<file path="src/rtl/core/fpb_pkg.sv">
// Shared constants and types for the point transform / bounding box block.
// No dependencies; imported by the front, back, top level and checker.
`default_nettype none
package fpb_pkg;

  // configuration port geometry
  localparam int CFG_DATA_W = 64;
  localparam int CFG_IDX_W  = 2;
  localparam int SLOT_W     = 16;   // one coefficient slot in a column register

  // column register indexes
  typedef enum logic [CFG_IDX_W-1:0] {
    REG_X_COL = 2'd0,
    REG_Y_COL = 2'd1,
    REG_Z_COL = 2'd2,
    REG_W_COL = 2'd3
  } cfg_reg_t;

  // back-end sequencer states
  typedef enum logic [6:0] {
    ST_IDLE   = 7'b0000001,
    ST_MUL    = 7'b0000010,
    ST_ACC    = 7'b0000100,
    ST_DSETUP = 7'b0001000,
    ST_DIV    = 7'b0010000,
    ST_DDONE  = 7'b0100000,
    ST_UPDATE = 7'b1000000
  } back_state_t;

endpackage
`default_nettype wire

</file>
<file path="src/rtl/core/transform_points_bounding_box.sv">
// Top level: point transform with bounding box; front queue plus back end.
// Depends on fpb_pkg, fpb_front, fpb_back.
//
//   channel   dir  tdata (low bit up)                       side band
//   s_*       in   point_x, point_y, point_z                tlast = last_point
//   m_*       out  min_x, min_y, min_z, max_x, max_y, max_z tuser = divide_fault
//   cfg_*     in   cfg_index selects x/y/z/w column         write only
//
// In the back end a point passes through the shared multiplier (16 multiply/accumulate
// steps, each a multiply state then an accumulate state) and then, when w is nonzero,
// the one-bit-per-cycle divider, run once per axis; a zero w skips the divider.
// The two-entry queue takes new points while the back end is busy.
// rst is synchronous; it restores the identity matrix and empties the batch.
// A last point waits in the back end while the box register is still held.
`default_nettype none
module transform_points_bounding_box
  import fpb_pkg::*;
#(
  parameter int COORD_WIDTH = 32,
  parameter int COEF_WIDTH  = 16
) (
  input  wire logic                    clk,
  input  wire logic                    rst,
  input  wire logic                    s_tvalid,
  output logic                         s_tready,
  input  wire logic [((3*COORD_WIDTH + 7) / 8) * 8 - 1:0] s_tdata,  // point_x, point_y,
                                                                   // point_z, zero pad
  input  wire logic                    s_tlast,
  output logic                         m_tvalid,
  input  wire logic                    m_tready,
  output logic [((6*COORD_WIDTH + 7) / 8) * 8 - 1:0] m_tdata,  // min_x..z, max_x..z,
                                                              // zero pad
  output logic                         m_tuser,   // divide_fault
  input  wire logic                    cfg_we,
  input  wire logic [CFG_IDX_W-1:0]    cfg_index,
  input  wire logic [CFG_DATA_W-1:0]   cfg_data
);

  localparam int OUT_W = ((6*COORD_WIDTH + 7) / 8) * 8;

  logic                      q_valid;
  logic                      q_ready;
  logic [3*COORD_WIDTH:0]    q_entry;
  logic [6*COORD_WIDTH-1:0]  box;

  fpb_front #(.COORD_WIDTH(COORD_WIDTH)) u_front (
    .clk      (clk),
    .rst      (rst),
    .s_tvalid (s_tvalid),
    .s_tready (s_tready),
    .s_point  (s_tdata[3*COORD_WIDTH-1:0]),
    .s_tlast  (s_tlast),
    .q_valid  (q_valid),
    .q_ready  (q_ready),
    .q_entry  (q_entry)
  );

  fpb_back #(.COORD_WIDTH(COORD_WIDTH), .COEF_WIDTH(COEF_WIDTH)) u_back (
    .clk       (clk),
    .rst       (rst),
    .cfg_we    (cfg_we),
    .cfg_index (cfg_index),
    .cfg_data  (cfg_data),
    .q_valid   (q_valid),
    .q_ready   (q_ready),
    .q_entry   (q_entry),
    .m_tvalid  (m_tvalid),
    .m_tready  (m_tready),
    .m_box     (box),
    .m_fault   (m_tuser)
  );

  assign m_tdata = OUT_W'(box);

endmodule
`default_nettype wire

</file>
<file path="src/rtl/core/fpb_front.sv">
// Input side: takes point transfers and queues them (two entries) for the back end.
// Depends on fpb_pkg.
`default_nettype none
module fpb_front
  import fpb_pkg::*;
#(
  parameter int COORD_WIDTH = 32
) (
  input  wire logic                       clk,
  input  wire logic                       rst,
  input  wire logic                       s_tvalid,
  output logic                            s_tready,
  input  wire logic [3*COORD_WIDTH-1:0]   s_point,
  input  wire logic                       s_tlast,
  output logic                            q_valid,
  input  wire logic                       q_ready,
  output logic [3*COORD_WIDTH:0]          q_entry    // {last, z, y, x}
);

  localparam int EW = 3*COORD_WIDTH + 1;

  logic [EW-1:0] slots [2];
  logic          wr_ptr;
  logic          rd_ptr;
  logic [1:0]    count;
  logic          push;
  logic          pop;

  assign s_tready = (count != 2'd2);
  assign q_valid  = (count != 2'd0);
  assign q_entry  = slots[rd_ptr];
  assign push     = s_tvalid && s_tready;
  assign pop      = q_valid && q_ready;

  // queue storage
  always_ff @(posedge clk) begin
    if (push) begin
      slots[wr_ptr] <= {s_tlast, s_point};
    end
  end

  // pointers and fill level
  always_ff @(posedge clk) begin
    if (rst) begin
      wr_ptr <= 1'b0;
      rd_ptr <= 1'b0;
      count  <= 2'd0;
    end else begin
      if (push) wr_ptr <= ~wr_ptr;
      if (pop)  rd_ptr <= ~rd_ptr;
      if (push && !pop)      count <= count + 2'd1;
      else if (pop && !push) count <= count - 2'd1;
    end
  end

endmodule
`default_nettype wire

</file>
<file path="src/rtl/core/fpb_back.sv">
// Back end: shared multiply-accumulate for the 4x4 transform, bit-serial divider,
// running min/max and the output register. Depends on fpb_pkg.
`default_nettype none
module fpb_back
  import fpb_pkg::*;
#(
  parameter int COORD_WIDTH = 32,
  parameter int COEF_WIDTH  = 16
) (
  input  wire logic                       clk,
  input  wire logic                       rst,
  input  wire logic                       cfg_we,
  input  wire logic [CFG_IDX_W-1:0]       cfg_index,
  input  wire logic [CFG_DATA_W-1:0]      cfg_data,
  input  wire logic                       q_valid,
  output logic                            q_ready,
  input  wire logic [3*COORD_WIDTH:0]     q_entry,
  output logic                            m_tvalid,
  input  wire logic                       m_tready,
  output logic [6*COORD_WIDTH-1:0]        m_box,
  output logic                            m_fault
);

  localparam int CW   = COORD_WIDTH;
  localparam int KW   = COEF_WIDTH;
  localparam int CF   = CW / 2;
  localparam int PW   = CW + KW;
  localparam int TS   = (PW > 61) ? (PW - 61) : 0;
  localparam int TW   = PW - TS;
  localparam int SW   = TW + 2;
  localparam int QW   = SW + CF;
  localparam int CNTW = $clog2(QW + 1);

  localparam logic signed [CW-1:0] CMAX = {1'b0, {(CW-1){1'b1}}};
  localparam logic signed [CW-1:0] CMIN = {1'b1, {(CW-1){1'b0}}};
  localparam logic signed [CW-1:0] ONE  = CW'(1) << CF;

  back_state_t            state;
  logic [CFG_DATA_W-1:0]  col_reg [4];
  logic signed [CW-1:0]   pt [3];
  logic                   last;
  logic [1:0]             col;
  logic [1:0]             slot;
  logic signed [PW-1:0]   prod;
  logic signed [SW-1:0]   acc;
  logic signed [SW-1:0]   num [4];
  logic [1:0]             axis;
  logic [QW-1:0]          dvd;
  logic [QW-1:0]          quo;
  logic [SW:0]            rem;
  logic [SW-1:0]          den_mag;
  logic                   neg;
  logic [CNTW-1:0]        cnt;
  logic signed [CW-1:0]   t [3];
  logic signed [CW-1:0]   low [3];
  logic signed [CW-1:0]   high [3];
  logic signed [CW-1:0]   nlow [3];
  logic signed [CW-1:0]   nhigh [3];
  logic                   have_point;
  logic                   fault_seen;

  // datapath helpers
  logic signed [CW-1:0]   mul_a;
  logic signed [KW-1:0]   mul_b;
  logic [CFG_DATA_W-1:0]  cur_col;
  logic signed [PW-1:0]   term_full;
  logic signed [SW-1:0]   term;
  logic signed [SW-1:0]   acc_sum;
  logic signed [SW-1:0]   n_sel;
  logic signed [SW-1:0]   d_sel;
  logic [SW:0]            rem_sh;
  logic                   rem_ge;
  logic                   q_ovf;
  logic signed [CW-1:0]   q_val;
  logic                   out_free;
  logic                   emit;

  assign cur_col   = col_reg[col];
  assign mul_b     = cur_col[{slot, 4'b0000} +: KW];
  assign term_full = prod >>> TS;
  assign term      = SW'(signed'(term_full[TW-1:0]));
  assign acc_sum   = acc + term;
  assign n_sel     = num[axis];
  assign d_sel     = num[REG_W_COL];
  assign rem_sh    = {rem[SW-1:0], dvd[QW-1]};
  assign rem_ge    = (rem_sh >= {1'b0, den_mag});
  assign q_ovf     = |quo[QW-1:CW-1];
  assign q_val     = q_ovf ? (neg ? CMIN : CMAX)
                           : (neg ? -signed'(quo[CW-1:0]) : signed'(quo[CW-1:0]));
  assign out_free  = !last || !m_tvalid || m_tready;
  assign emit      = (state == ST_UPDATE) && out_free && last;
  assign q_ready   = (state == ST_IDLE);

  // multiplier operand: coordinate or the constant 1.0
  always_comb begin
    case (slot)
      2'd0:    mul_a = pt[0];
      2'd1:    mul_a = pt[1];
      2'd2:    mul_a = pt[2];
      default: mul_a = ONE;
    endcase
  end

  // bounds after this point
  always_comb begin
    for (int i = 0; i < 3; i++) begin
      nlow[i]  = (!have_point || t[i] < low[i])  ? t[i] : low[i];
      nhigh[i] = (!have_point || t[i] > high[i]) ? t[i] : high[i];
    end
  end

  // column registers
  always_ff @(posedge clk) begin
    if (rst) begin
      for (int i = 0; i < 4; i++) begin
        col_reg[i] <= CFG_DATA_W'(1) << (KW - 4 + SLOT_W*i);
      end
    end else if (cfg_we) begin
      col_reg[cfg_index] <= cfg_data;
    end
  end

  // sequencer
  always_ff @(posedge clk) begin
    if (rst) begin
      state      <= ST_IDLE;
      have_point <= 1'b0;
      fault_seen <= 1'b0;
      m_tvalid   <= 1'b0;
      col        <= 2'd0;
      slot       <= 2'd0;
      axis       <= 2'd0;
      for (int i = 0; i < 3; i++) begin
        low[i]  <= '0;
        high[i] <= '0;
      end
    end else begin
      if (m_tready && !emit) m_tvalid <= 1'b0;
      unique case (state)
        ST_IDLE: begin
          if (q_valid) begin
            pt[0] <= q_entry[CW-1:0];
            pt[1] <= q_entry[2*CW-1:CW];
            pt[2] <= q_entry[3*CW-1:2*CW];
            last  <= q_entry[3*CW];
            col   <= 2'd0;
            slot  <= 2'd0;
            acc   <= '0;
            state <= ST_MUL;
          end
        end
        ST_MUL: begin
          prod  <= mul_a * mul_b;
          state <= ST_ACC;
        end
        ST_ACC: begin
          if (slot == 2'd3) begin
            num[col] <= acc_sum;
            acc      <= '0;
            slot     <= 2'd0;
            if (col == 2'd3) begin
              axis  <= 2'd0;
              state <= ST_DSETUP;
            end else begin
              col   <= col + 2'd1;
              state <= ST_MUL;
            end
          end else begin
            acc   <= acc_sum;
            slot  <= slot + 2'd1;
            state <= ST_MUL;
          end
        end
        ST_DSETUP: begin
          if (d_sel == '0) begin
            // zero divisor: saturate by numerator sign
            if (n_sel[SW-1])      t[axis] <= CMIN;
            else if (n_sel != '0) t[axis] <= CMAX;
            else                  t[axis] <= '0;
            fault_seen <= 1'b1;
            if (axis == 2'd2) state <= ST_UPDATE;
            else              axis  <= axis + 2'd1;
          end else begin
            neg     <= n_sel[SW-1] ^ d_sel[SW-1];
            dvd     <= {(n_sel[SW-1] ? SW'(-n_sel) : SW'(n_sel)), {CF{1'b0}}};
            den_mag <= d_sel[SW-1] ? SW'(-d_sel) : SW'(d_sel);
            rem     <= '0;
            quo     <= '0;
            cnt     <= CNTW'(QW);
            state   <= ST_DIV;
          end
        end
        ST_DIV: begin
          dvd <= dvd << 1;
          rem <= rem_ge ? (rem_sh - {1'b0, den_mag}) : rem_sh;
          quo <= {quo[QW-2:0], rem_ge};
          cnt <= cnt - CNTW'(1);
          if (cnt == CNTW'(1)) state <= ST_DDONE;
        end
        ST_DDONE: begin
          t[axis] <= q_val;
          if (axis == 2'd2) begin
            state <= ST_UPDATE;
          end else begin
            axis  <= axis + 2'd1;
            state <= ST_DSETUP;
          end
        end
        ST_UPDATE: begin
          if (out_free) begin
            if (last) begin
              for (int i = 0; i < 3; i++) begin
                m_box[i*CW +: CW]     <= nlow[i];
                m_box[(3+i)*CW +: CW] <= nhigh[i];
                low[i]  <= '0;
                high[i] <= '0;
              end
              m_fault    <= fault_seen;
              m_tvalid   <= 1'b1;
              have_point <= 1'b0;
              fault_seen <= 1'b0;
            end else begin
              for (int i = 0; i < 3; i++) begin
                low[i]  <= nlow[i];
                high[i] <= nhigh[i];
              end
              have_point <= 1'b1;
            end
            state <= ST_IDLE;
          end
        end
        default: state <= ST_IDLE;
      endcase
    end
  end

endmodule
`default_nettype wire

</file>
<file path="config.mk">
export PLATFORM = sky130hd
export DESIGN_NAME = transform_points_bounding_box
export DESIGN_NICKNAME = d
export VERILOG_FILES = /design/src/rtl/core/fpb_pkg.sv /design/src/rtl/core/transform_points_bounding_box.sv /design/src/rtl/core/fpb_front.sv /design/src/rtl/core/fpb_back.sv
export SDC_FILE = /design/constraint.sdc
export NUM_CORES = 2
export LEC_CHECK = 0
export ABC_CLOCK_PERIOD_IN_PS = 23500
export BUFFER_PORTS_ARGS = -buffer_cell sky130_fd_sc_hd__buf_4
export CORE_UTILIZATION = 49
export CTS_CLUSTER_DIAMETER = 30
export DETAILED_ROUTE_END_ITERATION = 10
export HOLD_SLACK_MARGIN = 0.15
export PLACE_DENSITY_LB_ADDON = 0.15
export SLEW_MARGIN = 25
export SYNTH_ARGS = -nofsm -noshare
export SYNTH_HDL_FRONTEND = slang
export SYNTH_SLANG_ARGS = --single-unit
</file>
<file path="constraint.sdc">
create_clock -name clk -period 23.5 [get_ports clk]
set_input_delay 3.525 -clock clk [delete_from_list [all_inputs] [get_ports clk]]
set_output_delay 3.525 -clock clk [all_outputs]
set_load 0.01 [all_outputs]
</file>
==> impl_metrics.yaml <==
die:
  coreArea_um2: 185200
  rows: 158
  die_area_um2: 188100
  die_h_um: 433.7
  die_w_um: 433.7
  num_io_pins: 363
  start_util_pct: 49.30
setup_path:
  critical_path_class: "flop to flop"
  worst-r2r-cell-count: 27
  timing.rr.end: "u_back.prod[47]"
  cp_max_fo: 32
  worst-path-buf-inv: 7
  slowest_delay_ns: 0.86
  cp_slowest_cell: "a31oi_1"
  cp_top_family: "adder cells"
  cp.arrival_ns: 10.46
  cp.required_ns: 24.11
  reg2reg_setup_slack_ns: 13.65
  reg2reg_from: "u_back.slot[1]"
  start_kind: "flop"
  worstSetupEndpointType: "flop"
timing:
  finalSetupViolCount: 0
  rsz0062_at_grt: "false"
  tns_ns: 0
  finalCriticalPeriod_ns: 9.851
  fmax_mhz: 101.5
  slew_viol_final: 0
  setup_ws_ns: 13.65
  finalClockSkew_ns: 0.09557
  tightest_slew_ns: 1.115
  hold_viol: 0
  slew-limit-headroom_pct: 25.17
  period_share_pct: 41.92
yosys:
  syn-instance-count: 7362
  ys_ff_latch: 1575
  synth_nets: 8437
  synth_area_um2: 91320
  yosys.cell_types.count: 87
  avgSynthCellArea_um2: 12.40
  ys.warnings.count: 0
  synth_ff_type: "edfxtp_1"
  synth_async_sr_flop_share_pct: 0
  synth_edf_count: 1550
  synth-seq-area-share_pct: 51.52
worst_hold_path:
  min_path_cells: 0
  min_to: "u_back.m_fault"
  hold_class: "flop to flop"
  hp-start: "u_back.fault_seen"
layout:
  largest_reg_flops: 258
  final_nets: 8966
  mostFrequentLayoutCell: "edfxtp_1"
  syn_to_final_growth_pct: 19.82
  drive_gt1_share_pct: 18.55
  final_cell_mix: "1550 x edfxtp_1, 870 x inv_1, 621 x nand2_1"
run:
  maxCapViolations: 0
clock_network:
  post_cts_buffers: 0
  cts.sinks: 1575
  root_buffer: "clkbuf_16"
  cts_buffers: 359
  clockBufferDepth: 4
  cts-htree-levels: 5
  cts_hold_buffers: 0
  cts-resized-gates: 0
  clkSlewWorstSetupHoldPaths_ns: 0.04
  clk_latency_ns: 0.94
  cts_tree: "yes"
global_route:
  grt_max_degree: 168
  grt_pass1_vias: 60140
  grt_antenna_before_repair: 5
  overflow: 0
  grt_usage_pct: 24.91
  grt_pass1_wl_um: 355400
placement:
  gp_congestion: 0.9241
  place_ws_ns: 13.54
  port-buffer-count: 362
  dp_hpwl_um: 162800
route:
  routed_wl_um: 233600
  remaining_drc_errors: 0
  first_iter_violations: 4108
  ant_nets: 0
  drtPass1Iterations: 7
  vias: 58260
  wl_per_cell_um: 21.93
  via_per_inst: 5.469
run_status:
  status: "finished, final reports clean"
[stage by stage]
| stage | instance area [um2] | utilization, % | instances | hold slack, ns |
|---|---|---|---|---|
| floorplan | 91320 | - | 7362 | 0.4019 |
| global placement | 96960 | 52.34 | 10010 | 0.4142 |
| detailed placement | 96990 | 52.36 | 10010 | 0.4159 |
| CTS | 109300 | 59.03 | 10650 | 0.4352 |
| global route | 109400 | 59.06 | 10650 | 0.4582 |
| finish | 109400 | 59.07 | 10650 | 0.4324 |
[worst max-delay path by stage]
stage | startpoint | endpoint | slack (ns) | depth (start not counted)
6_report | u_back.slot[1] | u_back.prod[47] | 13.65 | 27
5_1_grt | u_back.slot[1] | u_back.prod[47] | 13.20 | 25
4_1_cts | u_back.slot[1] | u_back.prod[47] | 13.53 | 25
3_5_place_dp | u_back.slot[1] | u_back.prod[47] | 13.54 | 25
3_3_place_gp | u_back.slot[1] | u_back.prod[47] | 13.61 | 27
2_1_floorplan | rst | u_back.m_box[0] | 5.57 | 3
[final cells by class]
| type | count | area [um2] |
|---|---|---|
| antenna | 4 | 10.01 |
| timing repair buffer | 453 | 3473 |
| clock inverter | 247 | 3119 |
| multi-input combinational | 4627 | 40130 |
| tap | 2480 | 3103 |
| clock buffer | 391 | 9230 |
| sequential | 1575 | 47060 |
| fill | 14760 | 75820 |
| inverter | 875 | 3284 |
[per-layer routing]
layer | global-route usage, % | routed length [um] | vias to the layer above
met5 | 0 | 0 | -
met4 | 9.599 | 8531 | 0
met3 | 4.094 | 12770 | 486
met2 | 41.54 | 114200 | 1740
met1 | 32.59 | 98110 | 29210
li1 | - | - | 26820
[synthesized netlist by cell type, types with 15 or more instances]
| master | instances | share of area (%) |
|---|---|---|
| a211oi_1 | 15 | 0.12 |
| a21o_1 | 137 | 1.1 |
| a21oi_1 | 238 | 1.3 |
| a31o_2 | 32 | 0.31 |
| a31oi_1 | 52 | 0.36 |
| and2_1 | 418 | 2.9 |
| and3_1 | 29 | 0.20 |
| buf_1 | 27 | 0.11 |
| clkbuf_1 | 240 | 0.99 |
| dfxtp_1 | 25 | 0.55 |
| edfxtp_1 | 1550 | 51 |
| fa_1 | 488 | 11 |
| ha_1 | 419 | 5.7 |
| inv_1 | 870 | 3.6 |
| mux2_1 | 44 | 0.54 |
| mux2_2 | 247 | 3.0 |
| mux2i_1 | 53 | 0.58 |
| mux4_2 | 122 | 3.0 |
| nand2_1 | 621 | 2.6 |
| nand2b_1 | 45 | 0.31 |
| nand3_1 | 66 | 0.36 |
| nand4_1 | 61 | 0.42 |
| nor2_1 | 468 | 1.9 |
| nor2b_1 | 228 | 1.6 |
| nor3_1 | 66 | 0.36 |
| nor4_1 | 27 | 0.18 |
| o21a_1 | 23 | 0.19 |
| o21ai_0 | 170 | 0.93 |
| o21ai_1 | 28 | 0.15 |
| o21bai_1 | 31 | 0.25 |
| o22ai_1 | 29 | 0.20 |
| o31ai_1 | 35 | 0.29 |
| or2_2 | 17 | 0.12 |
| or3_1 | 22 | 0.15 |
| xnor2_1 | 179 | 1.7 |
| xor2_1 | 68 | 0.65 |
[worst register-to-register path: stages, from the launching register on]
cell	delay [ns]
dfxtp_1	0.60
inv_1	0.76
ha_1	0.29
buf_4	0.43
nand2_1	0.16
a31oi_1	0.86
nand2_1	0.20
fa_1	0.57
inv_1	0.05
fa_1	0.49
inv_1	0.05
fa_1	0.48
inv_1	0.06
fa_1	0.50
fa_1	0.54
inv_1	0.05
fa_1	0.53
inv_1	0.04
ha_1	0.35
and3_1	0.20
and4_1	0.22
a2111o_1	0.43
a31oi_1	0.49
o21ai_1	0.28
a311o_1	0.36
a221o_1	0.33
a21oi_1	0.17
xnor2_1	0.08
[kinds of logic after synthesis]
family	Yosys count	synth area share, %
compound gates	883	6.144
xor+xnor	247	2.369
fa+ha+maj	907	16.44
buf+inv	1160	4.832
flops	1575	51.52
mux	466	7.178
simple gates	2124	11.52
Power is not shown: default switching activity piles up to over one toggle a cycle in this logic, so the estimate is an artifact.
